--- src/rtl/tpq_pkg.sv ---
// ----------------------------------------------------------------------------
// tpq_pkg
// Shared widths, register map, reset values and bundle types.
// ----------------------------------------------------------------------------
`timescale 1ns / 1ps
`default_nettype none

package tpq_pkg;

    localparam int SCREEN_WIDTH  = 320;
    localparam int SCREEN_HEIGHT = 240;

    localparam int TIME_W  = 32;
    localparam int RAW_W   = 12;
    localparam int CAL_W   = 16;
    localparam int THR_W   = 12;
    localparam int MS_W    = 16;
    localparam int SX_W    = 9;
    localparam int SY_W    = 8;

    localparam int SIZE_W  = 13;
    localparam int VAL_W   = 12;
    localparam int DIFF_W  = CAL_W + 1;
    localparam int DEN_W   = CAL_W + 1;
    localparam int NUM_W   = DIFF_W + SIZE_W + 1;
    localparam int CNT_W   = $clog2(NUM_W);

    localparam int ADDR_W  = 5;
    localparam int IDX_W   = 3;
    localparam int DATA_W  = 32;

    localparam logic [IDX_W-1:0] REG_X_LO      = 3'd0;
    localparam logic [IDX_W-1:0] REG_X_HI      = 3'd1;
    localparam logic [IDX_W-1:0] REG_Y_LO      = 3'd2;
    localparam logic [IDX_W-1:0] REG_Y_HI      = 3'd3;
    localparam logic [IDX_W-1:0] REG_PRESS_THR = 3'd4;
    localparam logic [IDX_W-1:0] REG_DEBOUNCE  = 3'd5;
    localparam logic [IDX_W-1:0] REG_RELEASE   = 3'd6;

    localparam logic [CAL_W-1:0] RST_X_LO      = 16'd200;
    localparam logic [CAL_W-1:0] RST_X_HI      = 16'd3700;
    localparam logic [CAL_W-1:0] RST_Y_LO      = 16'd240;
    localparam logic [CAL_W-1:0] RST_Y_HI      = 16'd3800;
    localparam logic [THR_W-1:0] RST_PRESS_THR = 12'd400;
    localparam logic [MS_W-1:0]  RST_DEBOUNCE  = 16'd150;
    localparam logic [MS_W-1:0]  RST_RELEASE   = 16'd60;

    typedef struct packed {
        logic [CAL_W-1:0] x_lo;
        logic [CAL_W-1:0] x_hi;
        logic [CAL_W-1:0] y_lo;
        logic [CAL_W-1:0] y_hi;
        logic [THR_W-1:0] pressure_threshold;
        logic [MS_W-1:0]  debounce_ms;
        logic [MS_W-1:0]  release_ms;
    } t_cfg;

    typedef struct packed {
        logic             press;
        logic [RAW_W-1:0] raw_x;
        logic [RAW_W-1:0] raw_y;
    } t_job;

    typedef struct packed {
        logic valid;
        logic full;
    } t_q_status;

endpackage

`default_nettype wire

--- src/rtl/tpq_front.sv ---
// ----------------------------------------------------------------------------
// tpq_front
// Request qualifier: pen/release tracking, pressure and debounce gating.
// ----------------------------------------------------------------------------
`timescale 1ns / 1ps
`default_nettype none

module tpq_front (
    input  wire logic                       i_clk,
    input  wire logic                       i_rst_n,
    input  wire tpq_pkg::t_cfg              i_cfg,
    input  wire logic                       i_valid,
    output logic                            o_ready,
    input  wire logic [tpq_pkg::TIME_W-1:0] i_now_ms,
    input  wire logic                       i_pen_touched,
    input  wire logic [tpq_pkg::RAW_W-1:0]  i_raw_x,
    input  wire logic [tpq_pkg::RAW_W-1:0]  i_raw_y,
    input  wire logic [tpq_pkg::RAW_W-1:0]  i_pressure,
    input  wire tpq_pkg::t_q_status         i_q_status,
    output logic                            o_push,
    output tpq_pkg::t_job                   o_job
);

    logic                       r_pen_down, n_pen_down;
    logic                       r_reported, n_reported;
    logic                       r_pending,  n_pending;
    logic [tpq_pkg::TIME_W-1:0] r_rel_start, n_rel_start;
    logic [tpq_pkg::TIME_W-1:0] r_last_press, n_last_press;
    logic [tpq_pkg::TIME_W-1:0] w_rel_elapsed;
    logic [tpq_pkg::TIME_W-1:0] w_press_elapsed;
    logic                       w_accept;
    logic                       w_press;

    assign o_ready  = !i_q_status.full;
    assign w_accept = i_valid && o_ready;

    assign w_rel_elapsed   = i_now_ms - r_rel_start;
    assign w_press_elapsed = i_now_ms - r_last_press;

    always_comb begin
        n_pen_down   = r_pen_down;
        n_reported   = r_reported;
        n_pending    = r_pending;
        n_rel_start  = r_rel_start;
        n_last_press = r_last_press;
        w_press      = 1'b0;
        if (!i_pen_touched) begin
            if (r_pen_down || r_reported) begin
                if (!r_pending) begin
                    n_pending   = 1'b1;
                    n_rel_start = i_now_ms;
                end else if (w_rel_elapsed >=
                             {{(tpq_pkg::TIME_W-tpq_pkg::MS_W){1'b0}}, i_cfg.release_ms}) begin
                    n_pen_down = 1'b0;
                    n_reported = 1'b0;
                    n_pending  = 1'b0;
                end
            end
        end else begin
            n_pending = 1'b0;
            if (i_pressure >= i_cfg.pressure_threshold && !r_reported &&
                !(r_pen_down && w_press_elapsed <
                  {{(tpq_pkg::TIME_W-tpq_pkg::MS_W){1'b0}}, i_cfg.debounce_ms})) begin
                w_press      = 1'b1;
                n_pen_down   = 1'b1;
                n_reported   = 1'b1;
                n_last_press = i_now_ms;
            end
        end
    end

    assign o_push      = w_accept;
    assign o_job.press = w_press;
    assign o_job.raw_x = i_raw_x;
    assign o_job.raw_y = i_raw_y;

    always_ff @(posedge i_clk) begin
        if (!i_rst_n) begin
            r_pen_down   <= 1'b0;
            r_reported   <= 1'b0;
            r_pending    <= 1'b0;
            r_rel_start  <= '0;
            r_last_press <= '0;
        end else if (w_accept) begin
            r_pen_down   <= n_pen_down;
            r_reported   <= n_reported;
            r_pending    <= n_pending;
            r_rel_start  <= n_rel_start;
            r_last_press <= n_last_press;
        end
    end

endmodule

`default_nettype wire

--- src/rtl/tpq_queue.sv ---
// ----------------------------------------------------------------------------
// tpq_queue
// Two-entry job queue between the qualifier and the mapping engine.
// ----------------------------------------------------------------------------
`timescale 1ns / 1ps
`default_nettype none

module tpq_queue (
    input  wire logic           i_clk,
    input  wire logic           i_rst_n,
    input  wire logic           i_push,
    input  wire tpq_pkg::t_job  i_job,
    input  wire logic           i_pop,
    output tpq_pkg::t_job       o_job,
    output tpq_pkg::t_q_status  o_status
);

    tpq_pkg::t_job r_mem [2];
    logic          r_wr_ptr, n_wr_ptr;
    logic          r_rd_ptr, n_rd_ptr;
    logic [1:0]    r_count,  n_count;
    logic          w_push;
    logic          w_pop;

    assign o_status.valid = (r_count != 2'd0);
    assign o_status.full  = (r_count == 2'd2);
    assign o_job          = r_mem[r_rd_ptr];

    assign w_push = i_push && !o_status.full;
    assign w_pop  = i_pop && o_status.valid;

    always_comb begin
        n_wr_ptr = w_push ? !r_wr_ptr : r_wr_ptr;
        n_rd_ptr = w_pop  ? !r_rd_ptr : r_rd_ptr;
        n_count  = r_count;
        if (w_push && !w_pop) begin
            n_count = r_count + 2'd1;
        end else if (w_pop && !w_push) begin
            n_count = r_count - 2'd1;
        end
    end

    always_ff @(posedge i_clk) begin
        if (w_push) begin
            r_mem[r_wr_ptr] <= i_job;
        end
    end

    always_ff @(posedge i_clk) begin
        if (!i_rst_n) begin
            r_wr_ptr <= 1'b0;
            r_rd_ptr <= 1'b0;
            r_count  <= 2'd0;
        end else begin
            r_wr_ptr <= n_wr_ptr;
            r_rd_ptr <= n_rd_ptr;
            r_count  <= n_count;
        end
    end

endmodule

`default_nettype wire

--- src/rtl/tpq_map.sv ---
// ----------------------------------------------------------------------------
// tpq_map
// Linear calibration of one axis: multiply, restoring divide, clamp.
// ----------------------------------------------------------------------------
`timescale 1ns / 1ps
`default_nettype none

module tpq_map (
    input  wire logic                       i_clk,
    input  wire logic                       i_rst_n,
    input  wire logic                       i_start,
    input  wire logic [tpq_pkg::RAW_W-1:0]  i_raw,
    input  wire logic [tpq_pkg::CAL_W-1:0]  i_lo,
    input  wire logic [tpq_pkg::CAL_W-1:0]  i_hi,
    input  wire logic [tpq_pkg::SIZE_W-1:0] i_size,
    output logic                            o_done,
    output logic [tpq_pkg::VAL_W-1:0]       o_value
);

    typedef enum logic [1:0] {
        M_IDLE,
        M_MUL,
        M_DIV
    } t_map_state;

    localparam int NW = tpq_pkg::NUM_W;
    localparam int DW = tpq_pkg::DEN_W;
    localparam int FW = tpq_pkg::DIFF_W;

    t_map_state                r_state;
    logic [tpq_pkg::CNT_W-1:0] r_cnt;
    logic signed [FW-1:0]      r_diff;
    logic signed [FW-1:0]      r_span;
    logic [NW-1:0]             r_num;
    logic [DW-1:0]             r_den;
    logic [DW-1:0]             r_rem;
    logic                      r_neg;
    logic                      r_zero;
    logic                      r_done;
    logic [tpq_pkg::VAL_W-1:0] r_value;

    logic signed [NW-1:0]       w_prod;
    logic [NW-1:0]              w_prod_mag;
    logic [DW-1:0]              w_span_mag;
    logic [DW:0]                w_rem_sh;
    logic [DW:0]                w_rem_sub;
    logic                       w_ge;
    logic [NW-1:0]              w_quot;
    logic [tpq_pkg::SIZE_W-1:0] w_limit;
    logic [tpq_pkg::VAL_W-1:0]  w_clamped;

    assign w_prod = $signed({{(NW-FW){r_diff[FW-1]}}, r_diff}) *
                    $signed({{(NW-tpq_pkg::SIZE_W){1'b0}}, i_size});
    assign w_prod_mag = w_prod[NW-1] ? NW'(-w_prod) : NW'(w_prod);
    assign w_span_mag = r_span[FW-1] ? DW'(-r_span) : DW'(r_span);

    assign w_rem_sh  = {r_rem, r_num[NW-1]};
    assign w_ge      = (w_rem_sh >= {1'b0, r_den});
    assign w_rem_sub = w_rem_sh - {1'b0, r_den};
    assign w_quot    = {r_num[NW-2:0], w_ge};
    assign w_limit   = i_size - tpq_pkg::SIZE_W'(1);

    always_comb begin
        if (r_zero || r_neg) begin
            w_clamped = '0;
        end else if (w_quot > {{(NW-tpq_pkg::SIZE_W){1'b0}}, w_limit}) begin
            w_clamped = w_limit[tpq_pkg::VAL_W-1:0];
        end else begin
            w_clamped = w_quot[tpq_pkg::VAL_W-1:0];
        end
    end

    always_ff @(posedge i_clk) begin
        if (!i_rst_n) begin
            r_state <= M_IDLE;
            r_cnt   <= '0;
            r_done  <= 1'b0;
        end else begin
            r_done <= (r_state == M_DIV) && (r_cnt == tpq_pkg::CNT_W'(NW - 1));
            case (r_state)
                M_IDLE: begin
                    if (i_start) begin
                        r_diff  <= $signed({{(FW-tpq_pkg::RAW_W){1'b0}}, i_raw}) -
                                   $signed({i_lo[tpq_pkg::CAL_W-1], i_lo});
                        r_span  <= $signed({i_hi[tpq_pkg::CAL_W-1], i_hi}) -
                                   $signed({i_lo[tpq_pkg::CAL_W-1], i_lo});
                        r_state <= M_MUL;
                    end
                end
                M_MUL: begin
                    r_num   <= w_prod_mag;
                    r_den   <= w_span_mag;
                    r_rem   <= '0;
                    r_neg   <= r_diff[FW-1] ^ r_span[FW-1];
                    r_zero  <= (r_span == '0);
                    r_cnt   <= '0;
                    r_state <= M_DIV;
                end
                M_DIV: begin
                    r_rem <= w_ge ? w_rem_sub[DW-1:0] : w_rem_sh[DW-1:0];
                    r_num <= w_quot;
                    r_cnt <= r_cnt + tpq_pkg::CNT_W'(1);
                    if (r_cnt == tpq_pkg::CNT_W'(NW - 1)) begin
                        r_value <= w_clamped;
                        r_state <= M_IDLE;
                    end
                end
                default: begin
                    r_state <= M_IDLE;
                end
            endcase
        end
    end

    assign o_done  = r_done;
    assign o_value = r_value;

endmodule

`default_nettype wire

--- src/rtl/tpq_back.sv ---
// ----------------------------------------------------------------------------
// tpq_back
// Job executor: runs both axis maps for a press and drives the result register.
// ----------------------------------------------------------------------------
`timescale 1ns / 1ps
`default_nettype none

module tpq_back (
    input  wire logic                     i_clk,
    input  wire logic                     i_rst_n,
    input  wire tpq_pkg::t_cfg            i_cfg,
    input  wire tpq_pkg::t_job            i_job,
    input  wire tpq_pkg::t_q_status       i_q_status,
    output logic                          o_pop,
    output logic                          o_valid,
    input  wire logic                     i_ready,
    output logic                          o_press_valid,
    output logic [tpq_pkg::SX_W-1:0]      o_screen_x,
    output logic [tpq_pkg::SY_W-1:0]      o_screen_y
);

    typedef enum logic [1:0] {
        B_IDLE,
        B_WAIT,
        B_HOLD
    } t_back_state;

    t_back_state               r_state;
    logic                      r_out_valid;
    logic                      r_press;
    logic [tpq_pkg::SX_W-1:0]  r_sx;
    logic [tpq_pkg::SY_W-1:0]  r_sy;
    logic [tpq_pkg::SX_W-1:0]  r_hold_x;
    logic [tpq_pkg::SY_W-1:0]  r_hold_y;

    logic                      w_slot_free;
    logic                      w_start;
    logic                      w_load;
    logic                      w_done_x;
    logic                      w_done_y;
    logic [tpq_pkg::VAL_W-1:0] w_val_x;
    logic [tpq_pkg::VAL_W-1:0] w_val_y;

    assign w_slot_free = !r_out_valid || i_ready;
    assign o_pop       = (r_state == B_IDLE) && i_q_status.valid &&
                         (i_job.press || w_slot_free);
    assign w_start     = o_pop && i_job.press;
    assign w_load      = ((r_state == B_IDLE) && o_pop && !i_job.press) ||
                         ((r_state == B_HOLD) && w_slot_free);

    tpq_map u_map_x (
        .i_clk   (i_clk),
        .i_rst_n (i_rst_n),
        .i_start (w_start),
        .i_raw   (i_job.raw_x),
        .i_lo    (i_cfg.x_lo),
        .i_hi    (i_cfg.x_hi),
        .i_size  (tpq_pkg::SIZE_W'(tpq_pkg::SCREEN_WIDTH)),
        .o_done  (w_done_x),
        .o_value (w_val_x)
    );

    tpq_map u_map_y (
        .i_clk   (i_clk),
        .i_rst_n (i_rst_n),
        .i_start (w_start),
        .i_raw   (i_job.raw_y),
        .i_lo    (i_cfg.y_lo),
        .i_hi    (i_cfg.y_hi),
        .i_size  (tpq_pkg::SIZE_W'(tpq_pkg::SCREEN_HEIGHT)),
        .o_done  (w_done_y),
        .o_value (w_val_y)
    );

    always_ff @(posedge i_clk) begin
        if (!i_rst_n) begin
            r_state     <= B_IDLE;
            r_out_valid <= 1'b0;
        end else begin
            if (w_load) begin
                r_out_valid <= 1'b1;
            end else if (r_out_valid && i_ready) begin
                r_out_valid <= 1'b0;
            end
            case (r_state)
                B_IDLE: begin
                    if (o_pop) begin
                        if (i_job.press) begin
                            r_state <= B_WAIT;
                        end else begin
                            r_press <= 1'b0;
                            r_sx    <= '0;
                            r_sy    <= '0;
                        end
                    end
                end
                B_WAIT: begin
                    if (w_done_x && w_done_y) begin
                        r_hold_x <= w_val_x[tpq_pkg::SX_W-1:0];
                        r_hold_y <= w_val_y[tpq_pkg::SY_W-1:0];
                        r_state  <= B_HOLD;
                    end
                end
                B_HOLD: begin
                    if (w_slot_free) begin
                        r_press <= 1'b1;
                        r_sx    <= r_hold_x;
                        r_sy    <= r_hold_y;
                        r_state <= B_IDLE;
                    end
                end
                default: begin
                    r_state <= B_IDLE;
                end
            endcase
        end
    end

    assign o_valid       = r_out_valid;
    assign o_press_valid = r_press;
    assign o_screen_x    = r_sx;
    assign o_screen_y    = r_sy;

endmodule

`default_nettype wire

--- src/rtl/touch_press_qualifier_core.sv ---
// ----------------------------------------------------------------------------
// touch_press_qualifier_core
// Touch poll press qualifier with linear screen calibration.
//
//   channel   direction  handshake          payload
//   poll      in         i_valid/o_ready    i_now_ms i_pen_touched i_raw_x
//                                           i_raw_y i_pressure
//   result    out        o_valid/i_ready    o_press_valid o_screen_x o_screen_y
//   config    in         psel/penable/...   paddr pwdata prdata
//
// One result per request. A request with no press shows its result once it has
// passed the queue and the result register; a press shows it once the 31-step
// restoring divider in each axis map is done. The two axis maps run side by side.
// A two-entry queue lets polls be taken while the divider works or the result
// waits. Reset is synchronous, active low.
// ----------------------------------------------------------------------------
`timescale 1ns / 1ps
`default_nettype none

module touch_press_qualifier_core (
    input  wire logic                       i_clk,
    input  wire logic                       i_rst_n,
    input  wire logic                       i_valid,
    output logic                            o_ready,
    input  wire logic [tpq_pkg::TIME_W-1:0] i_now_ms,
    input  wire logic                       i_pen_touched,
    input  wire logic [tpq_pkg::RAW_W-1:0]  i_raw_x,
    input  wire logic [tpq_pkg::RAW_W-1:0]  i_raw_y,
    input  wire logic [tpq_pkg::RAW_W-1:0]  i_pressure,
    output logic                            o_valid,
    input  wire logic                       i_ready,
    output logic                            o_press_valid,
    output logic [tpq_pkg::SX_W-1:0]        o_screen_x,
    output logic [tpq_pkg::SY_W-1:0]        o_screen_y,
    input  wire logic                       psel,
    input  wire logic                       penable,
    input  wire logic                       pwrite,
    input  wire logic [tpq_pkg::ADDR_W-1:0] paddr,
    input  wire logic [tpq_pkg::DATA_W-1:0] pwdata,
    output logic [tpq_pkg::DATA_W-1:0]      prdata,
    output logic                            pready
);

    tpq_pkg::t_cfg             r_cfg;
    tpq_pkg::t_job             w_push_job;
    tpq_pkg::t_job             w_head_job;
    tpq_pkg::t_q_status        w_q_status;
    logic                      w_push;
    logic                      w_pop;
    logic                      w_cfg_wr;
    logic [tpq_pkg::IDX_W-1:0] w_idx;

    assign pready   = 1'b1;
    assign w_idx    = paddr[tpq_pkg::ADDR_W-1:2];
    assign w_cfg_wr = psel && penable && pwrite && pready;

    always_ff @(posedge i_clk) begin
        if (!i_rst_n) begin
            r_cfg.x_lo               <= tpq_pkg::RST_X_LO;
            r_cfg.x_hi               <= tpq_pkg::RST_X_HI;
            r_cfg.y_lo               <= tpq_pkg::RST_Y_LO;
            r_cfg.y_hi               <= tpq_pkg::RST_Y_HI;
            r_cfg.pressure_threshold <= tpq_pkg::RST_PRESS_THR;
            r_cfg.debounce_ms        <= tpq_pkg::RST_DEBOUNCE;
            r_cfg.release_ms         <= tpq_pkg::RST_RELEASE;
        end else if (w_cfg_wr) begin
            case (w_idx)
                tpq_pkg::REG_X_LO:      r_cfg.x_lo <= pwdata[tpq_pkg::CAL_W-1:0];
                tpq_pkg::REG_X_HI:      r_cfg.x_hi <= pwdata[tpq_pkg::CAL_W-1:0];
                tpq_pkg::REG_Y_LO:      r_cfg.y_lo <= pwdata[tpq_pkg::CAL_W-1:0];
                tpq_pkg::REG_Y_HI:      r_cfg.y_hi <= pwdata[tpq_pkg::CAL_W-1:0];
                tpq_pkg::REG_PRESS_THR: begin
                    r_cfg.pressure_threshold <= pwdata[tpq_pkg::THR_W-1:0];
                end
                tpq_pkg::REG_DEBOUNCE:  r_cfg.debounce_ms <= pwdata[tpq_pkg::MS_W-1:0];
                tpq_pkg::REG_RELEASE:   r_cfg.release_ms  <= pwdata[tpq_pkg::MS_W-1:0];
                default: begin
                end
            endcase
        end
    end

    always_comb begin
        case (w_idx)
            tpq_pkg::REG_X_LO:      prdata = tpq_pkg::DATA_W'(r_cfg.x_lo);
            tpq_pkg::REG_X_HI:      prdata = tpq_pkg::DATA_W'(r_cfg.x_hi);
            tpq_pkg::REG_Y_LO:      prdata = tpq_pkg::DATA_W'(r_cfg.y_lo);
            tpq_pkg::REG_Y_HI:      prdata = tpq_pkg::DATA_W'(r_cfg.y_hi);
            tpq_pkg::REG_PRESS_THR: prdata = tpq_pkg::DATA_W'(r_cfg.pressure_threshold);
            tpq_pkg::REG_DEBOUNCE:  prdata = tpq_pkg::DATA_W'(r_cfg.debounce_ms);
            tpq_pkg::REG_RELEASE:   prdata = tpq_pkg::DATA_W'(r_cfg.release_ms);
            default:                prdata = '0;
        endcase
    end

    tpq_front u_front (
        .i_clk         (i_clk),
        .i_rst_n       (i_rst_n),
        .i_cfg         (r_cfg),
        .i_valid       (i_valid),
        .o_ready       (o_ready),
        .i_now_ms      (i_now_ms),
        .i_pen_touched (i_pen_touched),
        .i_raw_x       (i_raw_x),
        .i_raw_y       (i_raw_y),
        .i_pressure    (i_pressure),
        .i_q_status    (w_q_status),
        .o_push        (w_push),
        .o_job         (w_push_job)
    );

    tpq_queue u_queue (
        .i_clk    (i_clk),
        .i_rst_n  (i_rst_n),
        .i_push   (w_push),
        .i_job    (w_push_job),
        .i_pop    (w_pop),
        .o_job    (w_head_job),
        .o_status (w_q_status)
    );

    tpq_back u_back (
        .i_clk         (i_clk),
        .i_rst_n       (i_rst_n),
        .i_cfg         (r_cfg),
        .i_job         (w_head_job),
        .i_q_status    (w_q_status),
        .o_pop         (w_pop),
        .o_valid       (o_valid),
        .i_ready       (i_ready),
        .o_press_valid (o_press_valid),
        .o_screen_x    (o_screen_x),
        .o_screen_y    (o_screen_y)
    );

endmodule

`default_nettype wire

--- config.mk ---
export PLATFORM = sky130hd
export DESIGN_NAME = touch_press_qualifier_core
export DESIGN_NICKNAME = d
export VERILOG_FILES = /design/src/rtl/tpq_pkg.sv /design/src/rtl/tpq_front.sv /design/src/rtl/tpq_queue.sv /design/src/rtl/tpq_map.sv /design/src/rtl/tpq_back.sv /design/src/rtl/touch_press_qualifier_core.sv
export SDC_FILE = /design/constraint.sdc
export NUM_CORES = 1
export LEC_CHECK = 0
export ABC_AREA = 1
export BUFFER_PORTS_ARGS = -buffer_cell sky130_fd_sc_hd__buf_2
export CORE_UTILIZATION = 28
export CTS_CLUSTER_DIAMETER = 60
export DETAILED_ROUTE_END_ITERATION = 10
export GPL_ROUTABILITY_DRIVEN = 0
export HOLD_SLACK_MARGIN = 0.02
export PLACE_DENSITY = 0.42
export SYNTH_ARGS = -nofsm -noshare
export SYNTH_HDL_FRONTEND = slang
export SYNTH_SLANG_ARGS = --single-unit
--- constraint.sdc ---
create_clock -name i_clk -period 13.4 [get_ports i_clk]
set_clock_uncertainty 0.1 [all_clocks]
set_input_delay 0.67 -clock i_clk [delete_from_list [all_inputs] [get_ports i_clk]]
set_output_delay 0.67 -clock i_clk [all_outputs]
set_load 0.05 [all_outputs]
==> results.sh, run 1 <==
export IMPL_cp_max_fo=21
export IMPL_power_density_nw_per_um2=190
export IMPL_hold_depth=1
export IMPL_synth_ff_type="edfxtp_1"
export IMPL_rr_startpoint="u_back.u_map_y.r_diff[0]"
export IMPL_dp_hpwl_um=64500
export IMPL_grt_max_degree=91
export IMPL_synth_seq_cells=470
export IMPL_pwr_share_comb=0.412
export IMPL_swShare=0.402
export IMPL_min_period_over_period=0.371
export IMPL_power_switching_mw=2.62
export IMPL_slew_headroom=0.279
export IMPL_yosys_warnings=0
export IMPL_hp_class="in -> reg"
export IMPL_detail_route_wl_per_cell_um=15.9
export IMPL_critPathLaunchType="register"
export IMPL_rsz0062_at_grt="no"
export IMPL_chipHeight_um=328
export IMPL_fin_cells=5238
export IMPL_synth_distinct_cells=60
export IMPL_cts_buffer_depth=3
export IMPL_drive_gt1_frac=0.0849
export IMPL_violations="DRC"
export IMPL_grt_pass1_vias=22900
export IMPL_holdBufCountCts=0
export IMPL_setup_ws_ns=8.43
export IMPL_outcome="complete, but fails checks"
export IMPL_die_x_um=328
export IMPL_synth_edf_count=304
export IMPL_ys_seq_area_frac=0.417
export IMPL_syn_inst=3641
export IMPL_cp_endpoint="u_back.u_map_y.r_num[6]"
export IMPL_min_period_ns=4.97
export IMPL_ant_nets=0
export IMPL_vias=23400
export IMPL_clockRootBuffer="clkbuf_16"
export IMPL_r2r_cells=23
export IMPL_track_usage=0.155
export IMPL_ir_drop_uv=99.5
export IMPL_initial_core_util=0.283
export IMPL_slew_viol_final=0
export IMPL_crit_type="reg -> reg"
export IMPL_remaining_drc_errors=28
export IMPL_cts_tree="yes"
export IMPL_pre_cts_slack_ns=8.35
export IMPL_hold_viol_final=0
export IMPL_antenna_found_initial=20
export IMPL_worstReg2RegEnd="u_back.u_map_y.r_num[6]"
export IMPL_worst_pin_slew_ns=1.08
export IMPL_avgSynthCellArea_sq_um=8.20
export IMPL_finalNetCount=4174
export IMPL_post_cts_buffers=0
export IMPL_crit_required_ns=13.79
export IMPL_viasPerCell=4.46
export IMPL_crit_start="u_back.u_map_y.r_diff[0]"
export IMPL_cp_arrival_ns=5.36
export IMPL_finalSetupViolCount=0
export IMPL_end_kind="register"
export IMPL_async_reset_ff_frac=0
export IMPL_placementRows=119
export IMPL_power_frac_seq=0.306
export IMPL_timing_fmax_mhz=201
export IMPL_maxCapViolations=0
export IMPL_cts_num_sinks=470
export IMPL_synthToLayoutAreaGrowth_pct=15.3
export IMPL_drtIter0Drc=1047
export IMPL_intPower_mw=3.91
export IMPL_overflow=0
export IMPL_cts_max_level=3
export IMPL_grt_pass1_wl_um=130000
export IMPL_clkPwrFrac=0.283
export IMPL_drt_pass1_iterations=8
export IMPL_core_area_sq_um=105000
export IMPL_post_cts_resized=0
export IMPL_finalSetupTns_ns=0
export IMPL_die_area_sq_um=108000
export IMPL_netlist_area_sq_um=29800
export IMPL_cts_buffers=71
export IMPL_clock_latency_ns=0.62
export IMPL_clkSlewWorstSetupHoldPaths_ns=0.06
export IMPL_leakage_nw=15.2
export IMPL_ios=166
export IMPL_io_buffers=130
export IMPL_dp_cells=5104
export IMPL_drt_wl_total_um=83400
export IMPL_r2r_slack_ns=8.43
==> synth_stat cells (all sizes together), types with 18 or more instances <==
library cell / count / area share
fa: 35 / 0.023
a221oi: 18 / 0.0053
nor3: 51 / 0.010
nand4: 29 / 0.0063
xor2: 119 / 0.035
ha: 240 / 0.10
dfxtp: 166 / 0.11
xnor2: 64 / 0.019
clkbuf: 66 / 0.0083
a21oi: 288 / 0.049
nand2: 775 / 0.098
o21ai: 252 / 0.044
inv: 569 / 0.072
edfxtp: 304 / 0.31
nand3: 138 / 0.023
buf: 28 / 0.0070
nor2: 337 / 0.043
==> how the worst min path moves through the flow <==
| stage | startpoint | end | slack (ns) |
|---|---|---|---|
| 2_1_floorplan | u_back.u_map_x.o_value[0] | u_back.r_hold_x[0] | 0.30 |
| 3_3_place_gp | u_back.u_map_y.o_value[0] | u_back.r_hold_y[0] | 0.31 |
| 3_5_place_dp | u_back.u_map_x.o_value[4] | u_back.r_hold_x[4] | 0.31 |
| 4_1_cts | i_raw_y[5] | u_queue.r_mem[0][5] | 0.09 |
| 5_1_grt | i_raw_x[8] | u_queue.r_mem[1][20] | 0.10 |
| 6_report | i_raw_x[8] | u_queue.r_mem[1][20] | 0.14 |
==> through the flow <==
step	cell area, sq um	hold slack, ns	utilization	total power, mW
6_report	34400	0.143	0.326	6.53
5_1_grt	34400	0.102	0.326	7.09
4_1_cts	34400	0.0930	0.326	6.65
3_5_place_dp	32000	0.308	0.304	4.76
3_3_place_gp	32000	0.310	0.304	4.76
2_1_floorplan	29900	0.300	-	4.10
==> metal layers <==
layer  part of all wire  global-route usage  routed length [um]  vias up
met5             0.0015                   0                 123        -
met4              0.035              0.0577                2930       16
met3              0.047              0.0333                3930      151
met2               0.46               0.256               38000      361
met1               0.46               0.196               38400    10500
li1                   -                   -                   -    12300
==> registers in the layout (all words and copies together) (netlist names), 17 cells and up, named ones only <==
| name | count |
|---|---|
| r_cfg | 108 |
| u_queue.r_mem | 50 |
| u_front.r_rel_start | 32 |
| u_back.u_map_x.r_num | 31 |
| u_back.u_map_y.r_num | 31 |
| u_back.u_map_x.r_den | 17 |
| u_back.u_map_x.r_diff | 17 |
| u_back.u_map_x.r_rem | 17 |
| u_back.u_map_x.r_span | 17 |
| u_back.u_map_y.r_den | 17 |
| u_back.u_map_y.r_diff | 17 |
| u_back.u_map_y.r_rem | 17 |
| u_back.u_map_y.r_span | 17 |
==> final cells by class <==
class	count	area [sq um]
fill	11300	71000
multi-input combinational	2516	14900
sequential	470	12500
inverter	576	2160
clock buffer	87	1950
tap	1391	1740
timing repair buffer	151	811
clock inverter	41	398
antenna	6	15.0
==> critical path, cell delays in order (launching register included) <==
cell	delay (ns)
edfxtp_1	0.51
inv_1	0.18
ha_1	0.41
ha_1	0.33
xnor2_1	0.24
inv_1	0.14
ha_1	0.20
or2_2	0.29
ha_1	0.39
nand2_1	0.14
o21ai_2	0.22
nand3_1	0.12
nand3_2	0.11
nand3_1	0.07
nand2_1	0.11
nand2_1	0.09
nand2_1	0.07
nand2_1	0.10
nand2_2	0.34
inv_2	0.15
nor2_1	0.14
xor2_1	0.24
nand2_1	0.08
nand2_1	0.07
==> power groups by stage <==
stage               Combinational, mW  Sequential [mW]  Clock, mW
floorplan                        2.04             2.06          0
global placement                 2.74             2.03          0
detailed placement               2.73             2.03          0
CTS                              2.74             2.00       1.90
global route                     3.11             2.02       1.96
finish                           2.69             2.00       1.85
==> cell families after synthesis <==
logic type                 count (synthesis)  synth area share
and+or+nand+nor                         1380             0.192
adders and majority gates                275             0.124
buffers and inverters                    670            0.0878
AOI/OAI and AO/OA                        659             0.124
muxes                                      2          0.000671
xor gates and xnor gates                 183            0.0537
DFF                                      470             0.417
other                                      2          0.000252
==> cells in the final DEF (no fill, tap or decap), types with 9 or more instances in the layout <==
cell / synthesis / routed
nand2_1: 773 / 773
inv_1: 565 / 563
nor2_1: 332 / 330
edfxtp_1: 304 / 304
a21oi_1: 284 / 284
ha_1: 240 / 239
o21ai_0: 226 / 226
dfxtp_1: 166 / 166
nand3_1: 137 / 137
buf_2: 5 / 129
xor2_1: 119 / 119
clkbuf_16: 0 / 75
xnor2_1: 64 / 64
nor3_1: 41 / 37
fa_1: 35 / 35
nand4_1: 28 / 28
buf_4: 20 / 22
a221oi_1: 18 / 18
conb_1: 2 / 17
o2111ai_1: 16 / 16
o21ai_1: 14 / 14
o211ai_1: 13 / 13
nor3_2: 9 / 13
nand3b_1: 12 / 12
nor4_1: 12 / 12
o21ai_2: 12 / 12
a31oi_1: 11 / 11
a21o_1: 11 / 11
clkinv_1: 7 / 10
o21bai_1: 9 / 9
clkinv_4: 0 / 9
clkbuf_1: 66 / 9
(Power assumes the default switching activity.)
==> inputs of run 2 (changes only) <==
==> constraint.sdc (replaced) <==
create_clock -name i_clk -period 5.11 [get_ports i_clk]
set_clock_uncertainty 0.1 [all_clocks]
set_input_delay 0.2555 -clock i_clk [delete_from_list [all_inputs] [get_ports i_clk]]
set_output_delay 0.2555 -clock i_clk [all_outputs]
set_load 0.05 [all_outputs]
==> results.sh, run 2 (same netlist as run 1, synthesis figures left out) <==
export IMPL_chipHeight_um=328
export IMPL_drive_gt1_frac=0.0838
export IMPL_layout_common_cells="nand2_1, inv_1, nor2_1"
export IMPL_initial_core_util=0.283
export IMPL_largest_register_ff_count=108
export IMPL_cts_max_level=3
export IMPL_post_cts_buffers=0
export IMPL_drtIter0Drc=1269
export IMPL_hold_viol_final=0
export IMPL_fillerInstances=11300
export IMPL_track_usage=0.156
export IMPL_placementRows=119
export IMPL_timing_fmax_mhz=220
export IMPL_critPathLaunchType="register"
export IMPL_end_kind="register"
export IMPL_die_area_sq_um=108000
export IMPL_overflow=0
export IMPL_grt_pass1_vias=23500
export IMPL_cts_buffers=73
export IMPL_viasPerCell=4.47
export IMPL_slew_viol_final=0
export IMPL_cts_num_sinks=470
export IMPL_grtUsageMet2=0.261
export IMPL_hp_class="in -> reg"
export IMPL_grt_busiest_layer="met2"
export IMPL_worst_pin_slew_ns=1.21
export IMPL_use_met3=0.0254
export IMPL_multi_input_area_sq_um=14900
export IMPL_top_regs="r_cfg: 108 flops, u_queue.r_mem: 50 flops, u_front.r_rel_start: 32 flops"
export IMPL_synthToLayoutAreaGrowth_pct=18.0
export IMPL_rsz0062_at_grt="no"
export IMPL_largest_register="r_cfg"
export IMPL_grt_pass1_wl_um=132000
export IMPL_remaining_drc_errors=28
export IMPL_finalSetupTns_ns=0
export IMPL_min_period_over_period=0.889
export IMPL_cp_arrival_ns=4.81
export IMPL_io_buffers=130
export IMPL_ios=166
export IMPL_antenna_found_initial=10
export IMPL_finalNetCount=4256
export IMPL_grt_use_met1=0.203
export IMPL_ant_nets=0
export IMPL_cts_tree="yes"
export IMPL_core_area_sq_um=105000
export IMPL_cts_buffer_depth=3
export IMPL_swShare=0.400
export IMPL_clock_latency_ns=0.63
export IMPL_finalPower_mw=17.2
export IMPL_ir_drop_uv=227
export IMPL_intPower_mw=10.3
export IMPL_leakage_nw=15.6
export IMPL_drt_pass1_iterations=8
export IMPL_finalSetupViolCount=0
export IMPL_crit_type="reg -> reg"
export IMPL_min_period_ns=4.54
export IMPL_cp_max_fo=21
export IMPL_crit_required_ns=5.38
export IMPL_power_density_nw_per_um2=489
export IMPL_final_common_cell="nand2_1"
export IMPL_vias=23800
export IMPL_violations="DRC"
export IMPL_grt_max_degree=66
export IMPL_seqCellArea_sq_um=12500
export IMPL_detail_route_wl_per_cell_um=15.7
export IMPL_slew_headroom=0.184
export IMPL_maxCapViolations=0
export IMPL_power_switching_mw=6.90
export IMPL_clockRootBuffer="clkbuf_16"
export IMPL_outcome="complete, but fails checks"
export IMPL_clkSlewWorstSetupHoldPaths_ns=0.05
export IMPL_die_x_um=328
export IMPL_dp_hpwl_um=65100
export IMPL_clkPwrFrac=0.283
export IMPL_pwr_share_comb=0.413
export IMPL_power_frac_seq=0.304
export IMPL_drt_wl_total_um=83700
==> run 2: cell types whose count changed in the layout (fill, tap and decap cells not counted), sizes merged <==
cell,change
buf,+2
dlygate4sd3,+78
bufinv,+1
clkinv,+2
clkinvlp,+2
inv,-2
==> run 2: timing repair <==
| item | CTS | global route |
|---|---|---|
| hold buffers | 78 | 0 |
| resized for setup | 0 | 0 |
| hold endpoints to repair | 207 | 0 |
==> run 2: power groups by stage <==
stage | clock network [mW] | logic [mW] | registers (mW)
after detailed placement | 0 | 7.16 | 5.32
after floorplan | 0 | 5.35 | 5.39
final | 4.88 | 7.12 | 5.24
after global placement | 0 | 7.17 | 5.32
after global routing | 5.18 | 8.22 | 5.31
after CTS | 5.03 | 7.23 | 5.25
==> run 2: critical path, stage by stage (launching register included) <==
cell and delay (ns):
edfxtp_1 0.45, inv_1 0.09, ha_1 0.35, ha_1 0.32, xnor2_1 0.21, inv_1 0.12
ha_1 0.20, or2_2 0.29, ha_1 0.39, nand2_1 0.14, o21ai_2 0.19, nand3_1 0.11
nand3_2 0.10, nand3_1 0.07, nand2_1 0.09, nand2_1 0.09, nand2_1 0.08, nand2_1 0.07
nand2_2 0.32, inv_2 0.15, nor2_1 0.15, xor2_1 0.08, nand2_1 0.07, nand2_1 0.06
==> run 2: path summary, 6_finish.rpt <==
path | slack, ns | endpoint | startpoint | cells past startpoint
setup / recovery | 0.57 | u_back.u_map_y.r_num[10] | u_back.u_map_y.r_diff[0] | 23
hold / removal | 0.25 | u_queue.r_mem[0][11] | i_raw_y[11] | 2
setup reg to reg | 0.57 | u_back.u_map_y.r_num[10] | u_back.u_map_y.r_diff[0] | 23
hold reg to reg | 0.31 | u_back.r_hold_x[3] | u_back.u_map_x.o_value[3] | 0
==> run 2: stage by stage <==
stage,instance area (sq um),hold WS [ns],setup WS (ns),util,cells
final,35200,0.251,0.567,0.334,5321
after global routing,35200,0.238,0.0704,0.334,5319
after global placement,32000,0.312,0.569,0.304,5106
after floorplan,29900,0.254,0.625,-,3656
after detailed placement,32000,0.313,0.542,0.304,5106
after CTS,35200,0.199,0.527,0.334,5315
==> run 2: final cells by class <==
class / count / share of cell area
tap: 1391 / 0.0494
antenna: 6 / 0.000426
multi-input combinational: 2516 / 0.422
clock buffer: 87 / 0.0554
inverter: 576 / 0.0614
timing repair buffer: 231 / 0.0456
clock inverter: 44 / 0.0120
sequential: 470 / 0.354
==> run 2: metal layers <==
metal | vias up | part of all wire | wire [um]
li1 | 12500 | - | -
met1 | 10800 | 0.47 | 39000
met2 | 412 | 0.46 | 38500
met3 | 127 | 0.043 | 3640
met4 | 4 | 0.031 | 2600
met5 | - | 0.00036 | 30
